**src/design/wsfe_pkg.sv**
```systemverilog
// shared types, constants and header byte functions for the websocket frame encoder
`default_nettype none

package wsfe_pkg;

    // defaults for the top level parameters
    localparam int LENGTH_BITS_DEF = 32;
    localparam int QUEUE_DEPTH_DEF = 4;

    // fixed field widths
    localparam int FIELD_W = 32;
    localparam int BYTE_W  = 8;
    localparam int IDX_W   = 4;

    // reset value of the frame size limit
    localparam logic [FIELD_W-1:0] FRAME_LIMIT_RST = 32'd2200;

    // header codes
    localparam logic [BYTE_W-1:0] OP_TEXT    = 8'h81;
    localparam logic [BYTE_W-1:0] OP_BINARY  = 8'h82;
    localparam logic [BYTE_W-1:0] MASK_BIT   = 8'h80;
    localparam logic [6:0]        LEN16_CODE = 7'd126;
    localparam logic [6:0]        LEN64_CODE = 7'd127;

    // length form thresholds
    localparam logic [FIELD_W-1:0] LEN7_MAX  = 32'd125;
    localparam logic [FIELD_W-1:0] LEN16_MAX = 32'd65535;

    // whole header sizes per length form
    localparam logic [IDX_W-1:0] HDR_LEN7  = 4'd6;
    localparam logic [IDX_W-1:0] HDR_LEN16 = 4'd8;
    localparam logic [IDX_W-1:0] HDR_LEN64 = 4'd14;

    // index of the first mask key byte per length form
    localparam logic [IDX_W-1:0] KEY_POS7  = 4'd2;
    localparam logic [IDX_W-1:0] KEY_POS16 = 4'd4;
    localparam logic [IDX_W-1:0] KEY_POS64 = 4'd10;

    // positions of the fixed header bytes
    localparam logic [IDX_W-1:0] POS_OPCODE = 4'd0;
    localparam logic [IDX_W-1:0] POS_LENGTH = 4'd1;

    typedef enum logic [1:0] {
        CMD_HDR,
        CMD_ERR,
        CMD_DATA
    } cmd_kind_t;

    typedef enum logic [1:0] {
        FORM_7,
        FORM_16,
        FORM_64
    } len_form_t;

    // one unit of work for the back end
    typedef struct packed {
        cmd_kind_t          kind;
        len_form_t          form;
        logic               text;
        logic [FIELD_W-1:0] len;
        logic [FIELD_W-1:0] key;
        logic [BYTE_W-1:0]  data;
        logic               last;
    } cmd_t;

    // number of output bytes a command expands to
    function automatic logic [IDX_W-1:0] cmd_count(cmd_t c);
        logic [IDX_W-1:0] n;
        n = 4'd1;
        if (c.kind == CMD_HDR) begin
            unique case (c.form)
                FORM_7:  n = HDR_LEN7;
                FORM_16: n = HDR_LEN16;
                FORM_64: n = HDR_LEN64;
                default: n = HDR_LEN64;
            endcase
        end
        return n;
    endfunction

    // header byte at position i of a header command
    function automatic logic [BYTE_W-1:0] hdr_byte(cmd_t c, logic [IDX_W-1:0] i);
        logic [63:0]       len64;
        logic [IDX_W-1:0]  key_pos;
        logic [IDX_W-1:0]  k;
        logic [IDX_W-1:0]  e;
        logic [6:0]        code;
        logic [BYTE_W-1:0] b;
        len64 = 64'(c.len);
        unique case (c.form)
            FORM_7: begin
                key_pos = KEY_POS7;
                code    = c.len[6:0];
            end
            FORM_16: begin
                key_pos = KEY_POS16;
                code    = LEN16_CODE;
            end
            FORM_64: begin
                key_pos = KEY_POS64;
                code    = LEN64_CODE;
            end
            default: begin
                key_pos = KEY_POS64;
                code    = LEN64_CODE;
            end
        endcase
        k = i - key_pos;
        e = key_pos - 4'd1 - i;
        if (i == POS_OPCODE) begin
            b = c.text ? OP_TEXT : OP_BINARY;
        end else if (i == POS_LENGTH) begin
            b = MASK_BIT | {1'b0, code};
        end else if (i >= key_pos) begin
            b = c.key[{2'd3 - k[1:0], 3'b000} +: 8];
        end else begin
            // extended length, big endian, e counts back from the last length byte
            b = 8'(len64 >> {e[2:0], 3'b000});
        end
        return b;
    endfunction

endpackage

`default_nettype wire

```
**src/design/wsfe_front.sv**
```systemverilog
// front end: accepts items, keeps frame state, masks payload and queues commands
`default_nettype none

module wsfe_front #(
    parameter int LENGTH_BITS = wsfe_pkg::LENGTH_BITS_DEF
) (
    input  wire logic                          aclk,
    input  wire logic                          aresetn,
    input  wire logic                          s_valid,
    output logic                               s_ready,
    input  wire logic                          s_req_type,
    input  wire logic [wsfe_pkg::FIELD_W-1:0]  s_payload_length,
    input  wire logic [wsfe_pkg::FIELD_W-1:0]  s_mask_key,
    input  wire logic                          s_text_frame,
    input  wire logic [wsfe_pkg::BYTE_W-1:0]   s_payload_byte,
    input  wire logic                          cfg_valid,
    output logic                               cfg_ready,
    input  wire logic [wsfe_pkg::FIELD_W-1:0]  cfg_data,
    input  wire logic                          q_full,
    output logic                               q_push,
    output wsfe_pkg::cmd_t                     q_cmd
);
    import wsfe_pkg::*;

    // lengths are held modulo 2^LENGTH_BITS, never wider than the input field
    localparam int LEN_W = (LENGTH_BITS < FIELD_W) ? LENGTH_BITS : FIELD_W;

    logic [FIELD_W-1:0] frame_limit_reg, frame_limit_next;
    logic [LEN_W-1:0]   bytes_left_reg, bytes_left_next;
    logic [FIELD_W-1:0] mask_reg, mask_next;
    logic [1:0]         phase_reg, phase_next;
    logic               dropping_reg, dropping_next;

    logic               accept;
    logic [FIELD_W-1:0] len32;
    len_form_t          form;
    logic [IDX_W-1:0]   hlen;
    logic [FIELD_W:0]   total;
    logic               too_big;
    logic [BYTE_W-1:0]  mask_byte;

    assign s_ready   = !q_full;
    assign cfg_ready = 1'b1;
    assign accept    = s_valid && s_ready;

    // classify the length of a start item
    assign len32 = FIELD_W'(s_payload_length[LEN_W-1:0]);

    always_comb begin
        if (len32 <= LEN7_MAX) begin
            form = FORM_7;
            hlen = HDR_LEN7;
        end else if (len32 <= LEN16_MAX) begin
            form = FORM_16;
            hlen = HDR_LEN16;
        end else begin
            form = FORM_64;
            hlen = HDR_LEN64;
        end
    end

    assign total   = (FIELD_W+1)'(len32) + (FIELD_W+1)'(hlen);
    assign too_big = total > (FIELD_W+1)'(frame_limit_reg);

    // mask byte for the next payload byte
    assign mask_byte = mask_reg[{2'd3 - phase_reg, 3'b000} +: 8];

    // state update and command build
    always_comb begin
        frame_limit_next = frame_limit_reg;
        bytes_left_next  = bytes_left_reg;
        mask_next        = mask_reg;
        phase_next       = phase_reg;
        dropping_next    = dropping_reg;
        q_push           = 1'b0;
        q_cmd            = '0;
        q_cmd.kind       = CMD_DATA;
        q_cmd.form       = form;
        q_cmd.text       = s_text_frame;
        q_cmd.len        = len32;
        q_cmd.key        = s_mask_key;
        q_cmd.data       = s_payload_byte ^ mask_byte;
        q_cmd.last       = (bytes_left_reg == LEN_W'(1));

        if (cfg_valid && cfg_ready) begin
            frame_limit_next = cfg_data;
        end

        if (accept) begin
            if (!s_req_type) begin
                // start item, opens a frame or refuses it
                phase_next      = 2'd0;
                bytes_left_next = s_payload_length[LEN_W-1:0];
                q_push          = 1'b1;
                if (too_big) begin
                    dropping_next = 1'b1;
                    q_cmd.kind    = CMD_ERR;
                end else begin
                    dropping_next = 1'b0;
                    mask_next     = s_mask_key;
                    q_cmd.kind    = CMD_HDR;
                end
            end else if (bytes_left_reg != '0) begin
                // payload item of an open frame
                bytes_left_next = bytes_left_reg - LEN_W'(1);
                if (!dropping_reg) begin
                    phase_next = phase_reg + 2'd1;
                    q_push     = 1'b1;
                end
            end
        end
    end

    always_ff @(posedge aclk) begin
        if (!aresetn) begin
            frame_limit_reg <= FRAME_LIMIT_RST;
            bytes_left_reg  <= '0;
            mask_reg        <= '0;
            phase_reg       <= 2'd0;
            dropping_reg    <= 1'b0;
        end else begin
            frame_limit_reg <= frame_limit_next;
            bytes_left_reg  <= bytes_left_next;
            mask_reg        <= mask_next;
            phase_reg       <= phase_next;
            dropping_reg    <= dropping_next;
        end
    end

endmodule

`default_nettype wire

```
**src/design/wsfe_queue.sv**
```systemverilog
// command queue between the front and back ends
`default_nettype none

module wsfe_queue #(
    parameter int DEPTH = wsfe_pkg::QUEUE_DEPTH_DEF
) (
    input  wire logic           aclk,
    input  wire logic           aresetn,
    input  wire logic           push,
    input  wsfe_pkg::cmd_t      push_cmd,
    output logic                full,
    input  wire logic           pop,
    output logic                not_empty,
    output wsfe_pkg::cmd_t      head
);
    import wsfe_pkg::*;

    localparam int PTR_W = (DEPTH > 1) ? $clog2(DEPTH) : 1;
    localparam int CNT_W = $clog2(DEPTH + 1);

    cmd_t             entry_reg [DEPTH];
    logic [PTR_W-1:0] wr_ptr_reg, wr_ptr_next;
    logic [PTR_W-1:0] rd_ptr_reg, rd_ptr_next;
    logic [CNT_W-1:0] count_reg, count_next;
    logic             do_push, do_pop;

    assign full      = (count_reg == CNT_W'(DEPTH));
    assign not_empty = (count_reg != '0);
    assign head      = entry_reg[rd_ptr_reg];
    assign do_push   = push && !full;
    assign do_pop    = pop && not_empty;

    // pointer and fill count update
    always_comb begin
        wr_ptr_next = wr_ptr_reg;
        rd_ptr_next = rd_ptr_reg;
        count_next  = count_reg;
        if (do_push) begin
            wr_ptr_next = (wr_ptr_reg == PTR_W'(DEPTH - 1)) ? '0 : wr_ptr_reg + PTR_W'(1);
        end
        if (do_pop) begin
            rd_ptr_next = (rd_ptr_reg == PTR_W'(DEPTH - 1)) ? '0 : rd_ptr_reg + PTR_W'(1);
        end
        if (do_push && !do_pop) begin
            count_next = count_reg + CNT_W'(1);
        end else if (do_pop && !do_push) begin
            count_next = count_reg - CNT_W'(1);
        end
    end

    always_ff @(posedge aclk) begin
        if (!aresetn) begin
            wr_ptr_reg <= '0;
            rd_ptr_reg <= '0;
            count_reg  <= '0;
        end else begin
            wr_ptr_reg <= wr_ptr_next;
            rd_ptr_reg <= rd_ptr_next;
            count_reg  <= count_next;
        end
    end

    // storage, no reset needed
    always_ff @(posedge aclk) begin
        if (do_push) begin
            entry_reg[wr_ptr_reg] <= push_cmd;
        end
    end

endmodule

`default_nettype wire

```
**src/design/wsfe_back.sv**
```systemverilog
// back end: expands queued commands into output bytes, one per cycle while m_ready allows
`default_nettype none

module wsfe_back (
    input  wire logic                         aclk,
    input  wire logic                         aresetn,
    input  wire logic                         q_not_empty,
    input  wsfe_pkg::cmd_t                    q_head,
    output logic                              q_pop,
    output logic                              m_valid,
    input  wire logic                         m_ready,
    output logic [wsfe_pkg::BYTE_W-1:0]       m_out_byte,
    output logic                              m_run_last,
    output logic                              m_frame_end,
    output logic                              m_too_large
);
    import wsfe_pkg::*;

    logic [IDX_W-1:0]  idx_reg, idx_next;
    logic              valid_reg, valid_next;
    logic [BYTE_W-1:0] byte_reg;
    logic              last_reg, end_reg, big_reg;

    logic              out_free, fire, is_last;
    logic [BYTE_W-1:0] byte_d;
    logic              last_d, end_d, big_d;

    assign out_free = !valid_reg || m_ready;
    assign fire     = q_not_empty && out_free;
    assign is_last  = (idx_reg == cmd_count(q_head) - 4'd1);
    assign q_pop    = fire && is_last;

    // byte selection for the command at the queue head
    always_comb begin
        unique case (q_head.kind)
            CMD_HDR: begin
                byte_d = hdr_byte(q_head, idx_reg);
                last_d = is_last;
                end_d  = is_last && (q_head.len == '0);
                big_d  = 1'b0;
            end
            CMD_ERR: begin
                byte_d = '0;
                last_d = 1'b1;
                end_d  = 1'b0;
                big_d  = 1'b1;
            end
            CMD_DATA: begin
                byte_d = q_head.data;
                last_d = 1'b1;
                end_d  = q_head.last;
                big_d  = 1'b0;
            end
            default: begin
                byte_d = '0;
                last_d = 1'b0;
                end_d  = 1'b0;
                big_d  = 1'b0;
            end
        endcase
    end

    // byte index within the current command and output valid
    always_comb begin
        idx_next   = idx_reg;
        valid_next = valid_reg;
        if (out_free) begin
            valid_next = q_not_empty;
        end
        if (fire) begin
            idx_next = is_last ? '0 : idx_reg + 4'd1;
        end
    end

    always_ff @(posedge aclk) begin
        if (!aresetn) begin
            idx_reg   <= '0;
            valid_reg <= 1'b0;
        end else begin
            idx_reg   <= idx_next;
            valid_reg <= valid_next;
        end
    end

    // output register
    always_ff @(posedge aclk) begin
        if (fire) begin
            byte_reg <= byte_d;
            last_reg <= last_d;
            end_reg  <= end_d;
            big_reg  <= big_d;
        end
    end

    assign m_valid     = valid_reg;
    assign m_out_byte  = byte_reg;
    assign m_run_last  = last_reg;
    assign m_frame_end = end_reg;
    assign m_too_large = big_reg;

endmodule

`default_nettype wire

```
**src/design/websocket_frame_encoder.sv**
```systemverilog
// top level of the websocket client frame encoder
//
// Builds masked client-to-server WebSocket frames as a byte stream. A start item
// (req_type 0) gives the opcode byte, the length byte, the 16-bit or 64-bit
// big-endian extended length where needed, and the four mask key bytes: 6, 8 or
// 14 output transfers, or one error transfer with too_large set when header plus
// payload would exceed frame_limit; the payload of a refused frame is then
// dropped. Each payload item (req_type 1) gives one byte XORed with the mask. The
// front end takes one item per cycle as long as the command queue (QUEUE_DEPTH
// entries) has room; the back end drains one output byte per cycle from the
// output register while m_ready is high, so a start item holds the output side
// until all its header bytes are out. Payload items with no open frame are
// accepted and give nothing. frame_limit is written through the cfg port, always
// ready, and should only change while the block is idle.
`default_nettype none

module websocket_frame_encoder #(
    parameter int LENGTH_BITS = wsfe_pkg::LENGTH_BITS_DEF,
    parameter int QUEUE_DEPTH = wsfe_pkg::QUEUE_DEPTH_DEF
) (
    input  wire logic                          aclk,
    input  wire logic                          aresetn,
    input  wire logic                          s_valid,
    output logic                               s_ready,
    input  wire logic                          s_req_type,
    input  wire logic [wsfe_pkg::FIELD_W-1:0]  s_payload_length,
    input  wire logic [wsfe_pkg::FIELD_W-1:0]  s_mask_key,
    input  wire logic                          s_text_frame,
    input  wire logic [wsfe_pkg::BYTE_W-1:0]   s_payload_byte,
    output logic                               m_valid,
    input  wire logic                          m_ready,
    output logic [wsfe_pkg::BYTE_W-1:0]        m_out_byte,
    output logic                               m_run_last,
    output logic                               m_frame_end,
    output logic                               m_too_large,
    input  wire logic                          cfg_valid,
    output logic                               cfg_ready,
    input  wire logic [wsfe_pkg::FIELD_W-1:0]  cfg_data
);
    import wsfe_pkg::*;

    cmd_t q_cmd;
    cmd_t q_head;
    logic q_push, q_full, q_pop, q_not_empty;

    wsfe_front #(
        .LENGTH_BITS(LENGTH_BITS)
    ) u_front (
        .aclk            (aclk),
        .aresetn         (aresetn),
        .s_valid         (s_valid),
        .s_ready         (s_ready),
        .s_req_type      (s_req_type),
        .s_payload_length(s_payload_length),
        .s_mask_key      (s_mask_key),
        .s_text_frame    (s_text_frame),
        .s_payload_byte  (s_payload_byte),
        .cfg_valid       (cfg_valid),
        .cfg_ready       (cfg_ready),
        .cfg_data        (cfg_data),
        .q_full          (q_full),
        .q_push          (q_push),
        .q_cmd           (q_cmd)
    );

    wsfe_queue #(
        .DEPTH(QUEUE_DEPTH)
    ) u_queue (
        .aclk     (aclk),
        .aresetn  (aresetn),
        .push     (q_push),
        .push_cmd (q_cmd),
        .full     (q_full),
        .pop      (q_pop),
        .not_empty(q_not_empty),
        .head     (q_head)
    );

    wsfe_back u_back (
        .aclk       (aclk),
        .aresetn    (aresetn),
        .q_not_empty(q_not_empty),
        .q_head     (q_head),
        .q_pop      (q_pop),
        .m_valid    (m_valid),
        .m_ready    (m_ready),
        .m_out_byte (m_out_byte),
        .m_run_last (m_run_last),
        .m_frame_end(m_frame_end),
        .m_too_large(m_too_large)
    );

    // an error transfer is a lone zero byte that closes its run but not a frame
    assert property (@(posedge aclk) disable iff (!aresetn)
        m_valid && m_too_large |-> m_out_byte == '0 && m_run_last && !m_frame_end)
        else $error("error transfer has bad fields");

    // the end of a frame always closes the run of its item
    assert property (@(posedge aclk) disable iff (!aresetn)
        m_valid && m_frame_end |-> m_run_last)
        else $error("frame end without run last");

    // the front end never pushes into a full queue
    assert property (@(posedge aclk) disable iff (!aresetn)
        q_push |-> !q_full)
        else $error("command queue overflow");

    // an empty queue is never popped
    assert property (@(posedge aclk) disable iff (!aresetn)
        q_pop |-> q_not_empty)
        else $error("command queue underflow");

endmodule

`default_nettype wire
```
**config.mk**
```make
export PLATFORM = sky130hd
export DESIGN_NAME = websocket_frame_encoder
export DESIGN_NICKNAME = d
export VERILOG_FILES = /design/src/design/wsfe_pkg.sv /design/src/design/wsfe_front.sv /design/src/design/wsfe_queue.sv /design/src/design/wsfe_back.sv /design/src/design/websocket_frame_encoder.sv
export SDC_FILE = /design/constraint.sdc
export NUM_CORES = 1
export LEC_CHECK = 0
export BUFFER_PORTS_ARGS = -buffer_cell sky130_fd_sc_hd__buf_2
export CORE_MARGIN = 5
export CORE_UTILIZATION = 65
export CTS_CLUSTER_DIAMETER = 80
export CTS_CLUSTER_SIZE = 20
export DETAILED_ROUTE_END_ITERATION = 8
export GPL_ROUTABILITY_DRIVEN = 0
export PLACE_DENSITY = 0.93
export SYNTH_ARGS = -nofsm -noshare
export SYNTH_HDL_FRONTEND = slang
export SYNTH_HIERARCHICAL = 1
export SYNTH_SLANG_ARGS = --single-unit
```
**constraint.sdc**
```tcl
create_clock -name aclk -period 16.7 [get_ports aclk]
set_clock_uncertainty 0.1 [all_clocks]
set_input_delay 3.34 -clock aclk [delete_from_list [all_inputs] [get_ports aclk]]
set_output_delay 3.34 -clock aclk [all_outputs]
set_load 0.02 [all_outputs]
```
; Word-level counts from Yosys, hierarchy flattened
; Memories as Yosys holds them, arrays and structs flattened. A register that Yosys moved wholly into a read port is not among the register bits.
; Cells that the tools add are included.
[totals]
mem_count = 1
mem_bits_ro = 0
mem_bits_rw = 312
word_cells = 114
inputBits = 111
latch_bits = 0
output_inout_bits = 14
regBits = 122
[mem_list]
columns = name, depth, width, rd, rd_clocked_by_memory_dff, write_ports, line_no
row1 = u_queue.entry_reg, 4, 78, 1, 1, 1, wsfe_queue.sv:21  ; cmd_t entry_reg [DEPTH];
[op_classes]
n_mul = 0
n_eq_ne = 11
n_div = 0
n_reduce_logical = 25
n_addsub = 14
shifts = 3
order_cmp = 4
bitwise_logic = 3
mux = 39
[ops]
columns = cell, count
row1 = $mux W32, 2
row2 = $shiftx A32 B6 Y8, 2
row3 = $add A32 B4 Y33, 1
row4 = $gt A33 B32 Y1, 1
row5 = $eq A32 B1 Y1 const B, 1
row6 = $le A32 B16 Y1 const B, 1
row7 = $le A32 B7 Y1 const B, 1
row8 = $logic_not A32 Y1, 1
row9 = $reduce_bool A32 Y1, 1
row10 = $shr A32 B6 Y8, 1
row11 = $sub A32 B1 Y32 const B, 1
row12 = $mux W2, 12
row13 = $mux W8, 3
row14 = $mux W4, 4
row15 = $pmux W4 S2, 2
row16 = $pmux W8 S2, 1
row17 = $pmux W7 S2, 1
row18 = $mux W1, 9
row19 = $mux W3, 3
row20 = $logic_and A1 B1 Y1, 8
row21 = $xor A8 B8 Y8, 1
row22 = $add A2 B1 Y2 const B, 3
row23 = $eq A2 B2 Y1 const B, 3
row24 = $reduce_and A3 Y1, 2
row25 = other kinds (24), 34

; Depth between registers and ports, before layout
; Gate-level depths: netlist of the first run.
[depth]
depth_word = 10
ltp_mapped = 22

; Cells and area by module
; Netlist of the first run, hierarchy kept.
[modules_own_cells]
columns = mod, cells_each, area_per_inst_um2, instances, seq_area_each_um2
row1 = wsfe_queue, 459, 11748.8, 1, 9549.2
row2 = wsfe_front, 864, 7028.0, 1, 1981.9
row3 = wsfe_back, 153, 1646.6, 1, 430.4

; Worst setup path after synthesis of the first run
; OpenSTA, ideal clock, no wires.
[synth_timing]
path_kind = input-to-reg
from = input port s_payload_length[11] in the netlist's numbering
to = register u_front.mask_reg[10]
arrival_ns = 8.576
setup_ns = 0.072
path_stages = 22
n_path_buf = 1
setup_slack_ns = 7.953
cell_sequence = or4_1 nor3_1 o21ai_0 nor4_1 or2_2 ha_1 inv_1 fa_1 nor2b_1 o2111ai_1 nor2_1 and2_1 nand4_1 xnor2_1 ha_1 nand4_2 or4_4 or4_4 or4b_4 o21ai_4 buf_12 mux2i_1
[synth_between]
elab_chain_len = 7
[synth_rtl]
columns = item, line_no
row1 = from (decl), websocket_frame_encoder.sv:26  ; input wire logic [wsfe_pkg::FIELD_W-1:0] s_payload_length,
row2 = $le A32 B16 Y1, wsfe_front.sv:53  ; end else if (len32 <= LEN16_MAX) begin
row3 = $mux W3, wsfe_front.sv:53
row4 = $mux W4, wsfe_front.sv:50  ; if (len32 <= LEN7_MAX) begin
row5 = $add A32 B4 Y33 *, wsfe_front.sv:62  ; assign total = (FIELD_W+1)'(len32) + (FIELD_W+1)'(hlen);
row6 = $gt A33 B32 Y1 *, wsfe_front.sv:63  ; assign too_big = total > (FIELD_W+1)'(frame_limit_reg);
row7 = $not A1 Y1 (no source line) *, -
row8 = $reduce_and A3 Y1 (no source line) *, -
row9 = to (signal assigned), wsfe_front.sv:124  ; mask_reg <= mask_next;
row10 = to (decl), wsfe_front.sv:30  ; logic [FIELD_W-1:0] mask_reg, mask_next;
; Every way passes the cells marked *; elsewhere a longest branch is shown, timed or not.
; A chain may end at the register's enable or synchronous reset.

; Worst setup path in the final report of the first run
[layout_timing]
from = input port s_payload_length[11] in the netlist's numbering
to = register u_front.mask_reg[25]
; Same word-level chain as after synthesis.

==> results by group, run 1 <==
Floorplan
  – Chip Height: 187 um
  – Cell Rows: 65
  – Die area: 35100 um^2
  – Initial core utilization: 65.2%
  – Die Wd: 187 um
  – Core Region: 31300 um^2
  – Total I/O pin count: about 130

Routing
  – Pre-Repair DR Iteration Count: 7
  – ANT nets after route: 0
  – DRC viols: 0
  – DR WL/cell: 24.9 um
  – Final wirelength: about 48000 um
  – Vias per cell: between 6 and 7
  – Routed via count: 12900
  – Iteration-0 DRC Markers: 1755

CTS
  – Clock Latency Late Sink: 0.58 ns
  – Post-CTS Setup Bufs: 0
  – Clock root cell: clkbuf_16
  – Number of gates resized after CTS: 0
  – Longest Clk Path Bufs: 3
  – CTS tree: built
  – CTS Sinks: approximately 440
  – Total CTS buffers: 26
  – Cts-stage hold buffer count: 0
  – Clk slew on worst S/H paths: roughly 0.08 ns
  – # H-tree levels: 1

Status
  – Status: finished, final reports clean

GRT
  – Total global-route track usage: 27.1%
  – Number of global-route vias before repair: 13000
  – Pin count of the biggest net entering global routing: between 100 and 150
  – Total congestion overflow: 0
  – Initial antenna violation count: 5
  – First-pass GRT wire length: 74900 um

Power
  – Leak: 7.35 nW
  – Power density over cell area: 135 nW/um^2
  – Peak VDD IR: between 0.08 and 0.09 mV

Logic synthesis
  – Register area share after synthesis: 58.6%
  – Synth Instances: 1476
  – Synth top area cells: edfxtp_1 47%, dfxtp_1 11%, mux4_2 10%
  – Cell variety after synth: 79
  – FF+latch count, synth: about 440
  – Asr flop ratio synth: 0%
  – Mapped cell area: 20400 um^2
  – Syn Nets: roughly 1600
  – Total number of yosys warnings: 6
  – Share of the synthesized area in the top cell type: around 47%
  – Post-synth EDFFs: ~320
  – Main synth FF type: edfxtp_1
  – Leading area contributor after synthesis: edfxtp_1
  – Syn_area_per_cell: 13.8 um^2

Place
  – # port buffers: approximately 120
  – Cell total after placement: 1873
  – DPL Wire Length: 31100 um

Timing
  – Rel. slew slack: 16.6%
  – Tmin final: 9.46 ns
  – Final setup viols: 0
  – Period utilization: 56.7%
  – Setup_tns: 0 ns
  – RSZ-0062 raised after global routing: no
  – Final hold violations: 0
  – Highest clock rate: 106 MHz
  – Worst-Margin Slew: 1.25 ns
  – Max-slew violations: 0

Worst setup path
  – Worst path top cell family by delay: simple AND/OR/NAND/NOR gates
  – Critical path arrival: 9.84 ns
  – Worst path depth: 23
  – CP Capture Type: flop
  – Worst path slowest cell: or4_4
  – Crit path largest cell delay: 0.55 ns
  – Startpoint Class: input port
  – CP max FO: 33
  – WS Path Type: input port to flop
  – Crit path cell chain: buf_2 -> or4_1 -> nor3_1 -> o21ai_0 -> nor4_1 -> or2_2 -> ha_1 -> inv_1 -> fa_1 -> nor2b_1 -> o2111ai_1 -> nor2_1 -> and2_1 -> nand4_1 -> xnor2_1 -> ha_1 -> nand4_2 -> or4_4 -> or4_4 -> or4b_4 -> o21ai_4 -> buf_4 -> mux2i_1
  – Worst EP required: 17.08 ns
  – Worst Reg-to-Reg Cells: 14
  – CP Buf/Inv Count: 3

Cells and area
  – Most frequent cells in the layout: 323 x edfxtp_1, 144 x nand2_1, 122 x buf_2
  – Non-filler cells, final: 1926
  – Area Overhead vs Synth: 5.23%
  – Share of layout cells above drive strength 1: 19.1%
  – Commonest non-fill, non-tap cell in the layout: edfxtp_1
  – Fillers: 1940
  – Max reg flops: around 310
  – Final nets: 1666

Worst hold path
  – Hold Crit Depth: 2
  – Worst Hold Class: flop to flop

Run
  – Max_cap viols: 0
-- synth_stat cells, types with 9 or more instances --
cell type,instances
a21oi_1,46
and2_1,11
buf_2,9
buf_4,72
clkbuf_1,42
dfxtp_1,113
edfxtp_1,323
ha_1,54
inv_1,57
mux2i_1,64
mux4_1,9
mux4_2,93
nand2_1,144
nand2b_1,9
nand3_1,28
nand4_1,18
nor2_1,53
nor2b_1,39
nor3_1,24
nor4_1,20
o211ai_1,12
o21a_1,11
o21ai_0,47
o221a_2,9
xnor2_1,27
xor2_1,17
-- metal layers --
layer | wire, um | GRT usage, %
met5 | 13 | 0
met2 | 23600 | 45.0
met4 | 1880 | 9.50
met3 | 5020 | 4.82
met1 | 17400 | 36.7
-- worst paths after layout --
check                                    from                           endpoint  slack [ns]
min          u_front/mask_reg[7]$_SDFFE_PN0P_   u_front/mask_reg[7]$_SDFFE_PN0P_        0.37
max                      s_payload_length[11]  u_front/mask_reg[25]$_SDFFE_PN0P_        7.24
min reg2reg  u_front/mask_reg[7]$_SDFFE_PN0P_   u_front/mask_reg[7]$_SDFFE_PN0P_        0.37
max reg2reg                              flop  u_queue/count_reg[2]$_SDFFE_PN0P_       10.93
-- stage by stage --
stage,cell area [um^2],total power [mW],util [%],worst slack (ns),hold WS (ns)
5_1_grt,21500,3.02,68.6,6.90,0.399
3_3_place_gp,20700,2.20,66.2,7.09,0.339
4_1_cts,21500,2.89,68.6,7.35,0.368
6_report,21500,2.90,68.6,7.24,0.366
3_5_place_dp,20700,2.25,66.2,6.77,0.353
2_1_floorplan,20400,2.03,-,7.95,0.331
-- layout make-up --
| type | count | area (um^2) | share of cell area (%) |
|---|---|---|---|
| flip-flops and latches | 436 | 12000 | 55.7 |
| well taps | 402 | 503 | 2.34 |
| clock inverters | 3 | 41.3 | 0.192 |
| clock buffers | 45 | 722 | 3.36 |
| inverters | 58 | 218 | 1.01 |
| repair buffers | 135 | 708 | 3.30 |
| diodes | 5 | 12.5 | 0.0582 |
| multi-input cells | 842 | 7320 | 34.0 |
-- report_power, final --
part,internal [mW],switching (mW)
Combinational,0.347,0.481
Clock,0.299,0.346
Sequential,1.34,0.0881
-- cells by family (layout without fill, tap and decap cells) --
family | Yosys count | in the layout | synth area share [%]
muxes | 167 | 167 | 14.6
xor gates and xnor gates | 44 | 44 | 1.89
and+or+nand+nor | 384 | 384 | 9.39
AOI/OAI and AO/OA | 190 | 190 | 6.32
DFF | 436 | 436 | 58.6
other | 1 | 6 | 0.0184
adders and majority gates | 56 | 56 | 3.50
buffers and inverters | 198 | 241 | 5.71
-- worst reg2reg max path, cell delays in order (launching register included) --
cell and delay, ns:
dfxtp_4 0.89, buf_4 0.80, mux4_2 0.67, inv_1 0.14, ha_1 0.20, xnor2_1 0.14
o221ai_2 0.13, nor3b_1 1.00, o31ai_1 0.41, ha_1 0.35, inv_1 0.08, fa_1 0.18
xor2_1 0.08, or3_1 0.31, a21boi_0 0.20
No activity file was read; power rests on OpenSTA's default activity.
==> run 2: changes to the inputs <==
--- a/config.mk
+++ b/config.mk
@@ -7,12 +7,12 @@
 export LEC_CHECK = 0
 export BUFFER_PORTS_ARGS = -buffer_cell sky130_fd_sc_hd__buf_2
 export CORE_MARGIN = 5
-export CORE_UTILIZATION = 65
+export CORE_UTILIZATION = 55
 export CTS_CLUSTER_DIAMETER = 80
 export CTS_CLUSTER_SIZE = 20
 export DETAILED_ROUTE_END_ITERATION = 8
 export GPL_ROUTABILITY_DRIVEN = 0
-export PLACE_DENSITY = 0.93
+export PLACE_DENSITY = 0.85
 export SYNTH_ARGS = -nofsm -noshare
 export SYNTH_HDL_FRONTEND = slang
 export SYNTH_HIERARCHICAL = 1
==> constraint.sdc (replaced) <==
create_clock -name aclk -period 7.9 [get_ports aclk]
set_clock_uncertainty 0.1 [all_clocks]
set_input_delay 1.58 -clock aclk [delete_from_list [all_inputs] [get_ports aclk]]
set_output_delay 1.58 -clock aclk [all_outputs]
set_load 0.02 [all_outputs]
==> run 2 against run 1 <==
Total power is 110% higher; via count down 2.6%; wire length fell by 2.7%; sequential share of layout area fell by 0.33 points; register-to-register slack got worse by 7.6 ns; critical path depth unchanged; sequential power is 110% higher; hold slack better by 0.0013 ns.
==> results by group, run 2 (synthesized netlist as in run 1, its figures left out) <==
Routing
  – DRC viols: 0 (unchanged)
  – Met2 wire length: 23100 um (was 23600 um)
  – ANT nets after route: 0 (unchanged)
  – Metal-1 WL: 18100 um (was 17400 um)
  – Final wirelength: 46600 um (was 47900 um)
  – Met3 wire len: 3940 um (was 5020 um)
  – Iteration-0 DRC Markers: 1345 (was 1755)
  – Vias per cell: 6.32 (was 6.71)
  – Routed via count: 12600 (was 12900)
  – Top Metal Used: met5 (unchanged)
  – Pre-Repair DR Iteration Count: 6 (was 7)
  – DR WL/cell: 23.4 um (was 24.9 um)

Power
  – Power density over cell area: 283 nW/um^2 (was 135 nW/um^2)
  – Power Total: 6.11 mW (was 2.90 mW)
  – Sw power: 1.90 mW (was 0.915 mW)
  – Comb pwr share: 28.5% (about the same)
  – Flop pwr share: 49.1% (was 49.2%)
  – Leak: 7.39 nW (was 7.35 nW)
  – Sw Ratio: 31.1% (was 31.6%)
  – Int Pwr: 4.21 mW (was 1.98 mW)
  – Clk network pwr share: 22.4% (was 22.3%)
  – Peak VDD IR: 0.178 mV (was 0.0892 mV)

CTS
  – Post-CTS Setup Bufs: 0 (unchanged)
  – CTS tree: built (unchanged)
  – # H-tree levels: 1 (unchanged)
  – Cts-stage hold buffer count: 0 (unchanged)
  – Total CTS buffers: 26 (unchanged)
  – Longest Clk Path Bufs: 3 (unchanged)
  – Clk slew on worst S/H paths: 0.08 ns (about the same)
  – CTS Sinks: 436 (unchanged)
  – Number of gates resized after CTS: 0 (unchanged)
  – Clock Latency Late Sink: 0.59 ns (was 0.58 ns)
  – Clock root cell: clkbuf_16 (unchanged)

Floorplan
  – Cell Rows: 70 (was 65)
  – Die Wd: 203 um (was 187 um)
  – Chip Height: 203 um (was 187 um)
  – Total I/O pin count: 125 (unchanged)
  – Initial core utilization: 55.8% (was 65.2%)
  – Die area: 41100 um^2 (was 35100 um^2)
  – Core Region: 36600 um^2 (was 31300 um^2)

GRT
  – Initial antenna violation count: 3 (was 5)
  – Number of global-route vias before repair: 12700 (was 13000)
  – Pin count of the biggest net entering global routing: 94 (was 108)
  – Total global-route track usage: 22.4% (was 27.1%)
  – Total congestion overflow: 0 (unchanged)
  – First-pass GRT wire length: 72400 um (was 74900 um)

Timing
  – Setup_tns: 0 ns (unchanged)
  – Worst-Margin Slew: 1.23 ns (was 1.25 ns)
  – Highest clock rate: between 100 and 150 MHz
  – Final setup viols: 0 (unchanged)
  – Rel. slew slack: 18.2% (was 16.6%)
  – RSZ-0062 raised after global routing: no (unchanged)
  – Tmin final: roughly 7.2 ns
  – Period utilization: 90.6%
  – Fin Hold WS: 0.367 ns (was 0.366 ns)
  – Final hold violations: 0 (unchanged)
  – Max-slew violations: 0 (unchanged)

Worst setup path
  – CP Capture Type: flop (unchanged)
  – WS Path Type: input port to flop (unchanged)
  – CP Buf/Inv Count: 3 (unchanged)
  – Worst path slowest cell: or4_4 (unchanged)
  – Startpoint Class: input port (unchanged)
  – Crit path cell chain: buf_2 -> or4_1 -> nor3_1 -> o21ai_0 -> nor4_1 -> or2_2 -> ha_1 -> inv_1 -> fa_1 -> nor2b_1 -> o2111ai_1 -> nor2_1 -> and2_1 -> nand4_1 -> xnor2_1 -> ha_1 -> nand4_2 -> or4_4 -> or4_4 -> or4b_4 -> o21ai_4 -> buf_12 -> mux2i_1 (was buf_2 -> or4_1 -> nor3_1 -> o21ai_0 -> nor4_1 -> or2_2 -> ha_1 -> inv_1 -> fa_1 -> nor2b_1 -> o2111ai_1 -> nor2_1 -> and2_1 -> nand4_1 -> xnor2_1 -> ha_1 -> nand4_2 -> or4_4 -> or4_4 -> or4b_4 -> o21ai_4 -> buf_4 -> mux2i_1)
  – Crit path largest cell delay: 0.55 ns (about the same)
  – CP max FO: 33 (unchanged)
  – Critical path arrival: 7.56 ns (was 9.84 ns)
  – Worst path top cell family by delay: simple AND/OR/NAND/NOR gates (unchanged)
  – Crit. Startpoint: s_payload_length[11] (unchanged)
  – Worst EP required: 8.30 ns (was 17.08 ns)

Place
  – Cell total after placement: 1942 (was 1873)
  – DPL Wire Length: 30800 um (was 31100 um)
  – # port buffers: 123 (unchanged)

Run
  – Max_cap viols: 0 (unchanged)

Cells and area
  – Area Overhead vs Synth: 5.84% (was 5.23%)
  – Share of layout cells above drive strength 1: 19.4% (was 19.1%)
  – Most frequent cells in the layout: 323 x edfxtp_1, 144 x nand2_1, 122 x buf_2 (unchanged)
  – Final nets: 1669 (was 1666)
  – Non-filler cells, final: 1992 (was 1926)
  – Max reg flops: 312 (unchanged)
  – Commonest non-fill, non-tap cell in the layout: edfxtp_1 (unchanged)

Worst hold path
  – Worst Hold Class: flop to flop (unchanged)
  – Hold Startpoint: u_front/mask_reg[31]$_SDFFE_PN0P_ (was u_front/mask_reg[7]$_SDFFE_PN0P_)

Status
  – Status: finished, final reports clean (unchanged)
-- run 2: changes by cell type in the layout (fill, tap and decap cells not counted) --
cell	change
diode_2	-3
inv_12	-1
clkinv_2	+2
clkbuf_16	+1
clkbuf_1	-4
clkinv_4	+1
buf_12	+1
buf_4	+2
inv_1	+1
-- run 2: final timing paths --
check                                                    endpoint  slack (ns)  cells after the start
worst min register to register  u_front/mask_reg[31]$_SDFFE_PN0P_        0.37                      2
worst max-delay path            u_front/mask_reg[21]$_SDFFE_PN0P_        0.74                     23
worst min-delay path            u_front/mask_reg[31]$_SDFFE_PN0P_        0.37                      2
worst max register to register     u_back/m_out_byte[5]$_DFFE_PP_        3.30                      6
-- run 2: metrics by stage --
stage	setup slack [ns]	utilization (%)	area (um^2)
detailed placement	0.206	56.9	20800
floorplan	0.913	-	20400
CTS	0.812	59.0	21600
finish	0.745	59.0	21600
global placement	0.447	56.9	20800
global route	0.417	59.0	21600
-- run 2: power groups by stage --
stage	logic, mW	clock network, mW	registers [mW]
finish	1.74	1.37	3.00
global route	1.86	1.49	3.04
CTS	1.73	1.39	3.00
detailed placement	1.71	0	3.05
global placement	1.66	0	3.03
floorplan	1.28	0	3.01
-- run 2: worst register-to-register path: cells and delay by family, from the launching register on --
kind / cells / cell delay, ns
adder cells (fa/ha/maj): 1 / 1.11
multiplexers: 2 / 1.46
AND/OR/NAND/NOR: 1 / 0.26
flip-flops: 1 / 0.81
AO/OA/AOI/OAI: 2 / 0.56
-- run 2: final cells by class --
class,count,area [um^2]
fillers,2680,15000
flip-flops and latches,436,12000
multi-input cells,842,7320
repair buffers,138,743
clock buffers,42,732
well taps,468,586
inverters,58,218
clock inverters,6,47.5
diodes,2,5.00
-- run 2: metal layers --
metal  vias to the layer above  GRT usage [%]
met1                      6274           30.1
met4                         4           7.93
met3                       116           3.71
li1                       5547              -
met2                       654           37.4
met5                         -              0
==> run 3: changes to the inputs <==
--- a/config.mk
+++ b/config.mk
@@ -13,6 +13,7 @@
 export DETAILED_ROUTE_END_ITERATION = 8
 export GPL_ROUTABILITY_DRIVEN = 0
 export PLACE_DENSITY = 0.85
+export REMOVE_ABC_BUFFERS = 1
 export SYNTH_ARGS = -nofsm -noshare
 export SYNTH_HDL_FRONTEND = slang
 export SYNTH_HIERARCHICAL = 1
==> run 3 against run 2 <==
Sequential cell count unchanged; combinational power about the same; first-iteration DRC count grew 0.52%; register-to-register slack better by 0.23 ns; maximum frequency decreased by 3.6%; total power up 0.87%; sequential share of layout area fell by 0.20 points; clock power is 5% higher; design area grew 0.36%; global-route usage down 0.080 points; critical endpoint is now u_front/mask_reg[22]$_SDFFE_PN0P_.
==> results by group, run 3 (synthesized netlist as in run 1, its figures left out) <==
GRT
  – Pin count of the biggest net entering global routing: 83 (was 94)
  – Total congestion overflow: 0 (unchanged)
  – Most used routing layer: met2 (unchanged)
  – M1 GR Usage: 29.6% (was 30.1%)
  – M2 GR Usage: 38.7% (was 37.4%)
  – Total global-route track usage: 22.3% (was 22.4%)
  – Number of global-route vias before repair: 12800 (was 12700)
  – Initial antenna violation count: 1 (was 3)
  – First-pass GRT wire length: 72100 um (was 72400 um)
  – Grt met3 use: 2.99% (was 3.71%)

Timing
  – Worst-Margin Slew: 1.09 ns (was 1.23 ns)
  – Final setup viols: 0 (unchanged)
  – Setup_tns: 0 ns (unchanged)
  – Rel. slew slack: 27.3% (was 18.2%)
  – Tmin final: 7.42 ns (was 7.16 ns)
  – Max-slew violations: 0 (unchanged)
  – Final hold violations: 0 (unchanged)
  – Period utilization: 93.9% (was 90.6%)
  – RSZ-0062 raised after global routing: no (unchanged)
  – Highest clock rate: 135 MHz (was 140 MHz)

CTS
  – # H-tree levels: 1 (unchanged)
  – Clock root cell: clkbuf_16 (unchanged)
  – Post-CTS Setup Bufs: 0 (unchanged)
  – Number of gates resized after CTS: 0 (unchanged)
  – Longest Clk Path Bufs: 3 (unchanged)
  – CTS tree: built (unchanged)
  – Clk slew on worst S/H paths: 0.08 ns (about the same)
  – Total CTS buffers: 27 (was 26)
  – Cts-stage hold buffer count: 0 (unchanged)
  – Clock Latency Late Sink: 0.55 ns (was 0.59 ns)
  – CTS Sinks: 436 (unchanged)

Worst setup path
  – Worst EP required: 8.27 ns (was 8.30 ns)
  – CP Capture Type: flop (unchanged)
  – CP max FO: 12 (was 33)
  – Startpoint Class: input port (unchanged)
  – WS Path Type: input port to flop (unchanged)
  – Critical path arrival: 7.79 ns (was 7.56 ns)

Floorplan
  – Total I/O pin count: 125 (unchanged)
  – Cell Rows: 70 (unchanged)
  – Chip Height: 203 um (unchanged)
  – Core Region: 36600 um^2 (unchanged)
  – Initial core utilization: 55.8% (unchanged)
  – Die Wd: 203 um (unchanged)
  – Die area: 41100 um^2 (unchanged)

Worst hold path
  – Worst Hold Class: flop to flop (unchanged)

Status
  – Status: finished, final reports clean (unchanged)

Routing
  – DR WL/cell: 23.5 um (was 23.4 um)
  – Routed via count: 12600 (about the same)
  – Vias per cell: 6.30 (was 6.32)
  – ANT nets after route: 0 (unchanged)
  – Final wirelength: 46800 um (was 46600 um)
  – DRC viols: 0 (unchanged)
  – Pre-Repair DR Iteration Count: 7 (was 6)
  – Iteration-0 DRC Markers: 1352 (was 1345)

Cells and area
  – Antenna Cells: 0 (was 2)
  – Fillers: 2766 (was 2680)
  – Final Instance Area: 21700 um^2 (was 21600 um^2)
  – Commonest non-fill, non-tap cell in the layout: edfxtp_1 (unchanged)
  – Final nets: 1673 (was 1669)
  – Share of layout cells above drive strength 1: 19.7% (was 19.4%)
  – Max reg flops: 312 (unchanged)
  – Core Util, Final: 59.3% (was 59.0%)
  – Most frequent cells in the layout: 323 x edfxtp_1, 144 x nand2_1, 122 x buf_2 (unchanged)
  – Area Overhead vs Synth: 6.23% (was 5.84%)

Place
  – DPL Wire Length: 30600 um (was 30800 um)
  – Dpl cell area: 20900 um^2 (was 20800 um^2)
  – # port buffers: 123 (unchanged)

Power
  – Leak: 7.43 nW (was 7.39 nW)
  – Power density over cell area: 284 nW/um^2 (was 283 nW/um^2)
  – Peak VDD IR: 0.193 mV (was 0.178 mV)
  – Power Total: 6.17 mW (was 6.11 mW)

Run
  – Max_cap viols: 0 (unchanged)
## run 3: worst max-delay path: stages
cell and delay (ns):
buf_2 0.16, or4_1 0.53, nor3_1 0.15, o21ai_0 0.11, nor4_1 0.23, or2_2 0.20, ha_1 0.20, inv_1 0.07
fa_1 0.40, nor2b_1 0.23, o2111ai_1 0.22, nor2_1 0.26, and2_1 0.25, nand4_1 0.14, xnor2_1 0.15, ha_1 0.31
nand4_2 0.13, or4_4 0.54, or4_4 0.53, or4b_4 0.57, o21ai_4 0.28, buf_4 0.28, mux2i_1 0.23
## run 3: per-layer routing
layer	wire, um	part of all wire (%)
met5	11	0.023
met4	1490	3.2
met3	3620	7.7
met2	23600	50
met1	18100	39
## run 3: path summary, 6_finish.rpt
path                                     start                                end  slack (ns)  depth (start not counted)
min reg2reg  u_front/mask_reg[10]$_SDFFE_PN0P_  u_front/mask_reg[10]$_SDFFE_PN0P_        0.36                          2
max                       s_payload_length[11]  u_front/mask_reg[22]$_SDFFE_PN0P_        0.48                         23
min          u_front/mask_reg[10]$_SDFFE_PN0P_  u_front/mask_reg[10]$_SDFFE_PN0P_        0.36                          2
max reg2reg                               flop  u_queue/count_reg[2]$_SDFFE_PN0P_        3.53                         13
## run 3: final cells by class
class / instances / area (um^2) / area share [%]
well taps: 468 / 586 / 2.70
inverters: 58 / 218 / 1.00
clock inverters: 4 / 45.0 / 0.208
multi-input cells: 842 / 7320 / 33.7
clock buffers: 45 / 796 / 3.67
flip-flops and latches: 436 / 12000 / 55.2
repair buffers: 141 / 766 / 3.53
## run 3: report_power, final
part / switching [mW] / internal (mW) / leakage, nW
Clock: 0.735 / 0.700 / 0.403
Sequential: 0.193 / 2.83 / 3.88
Combinational: 0.971 / 0.736 / 3.14
## run 3: per-stage QoR
step                      hold WS (ns)  setup slack, ns  instances
after global routing             0.379            0.193       1994
after global placement           0.339            0.280       1945
after detailed placement         0.347          0.00165       1945
final                            0.364            0.481       1994
after CTS                        0.359            0.550       1994
after floorplan                  0.331            0.771       1336
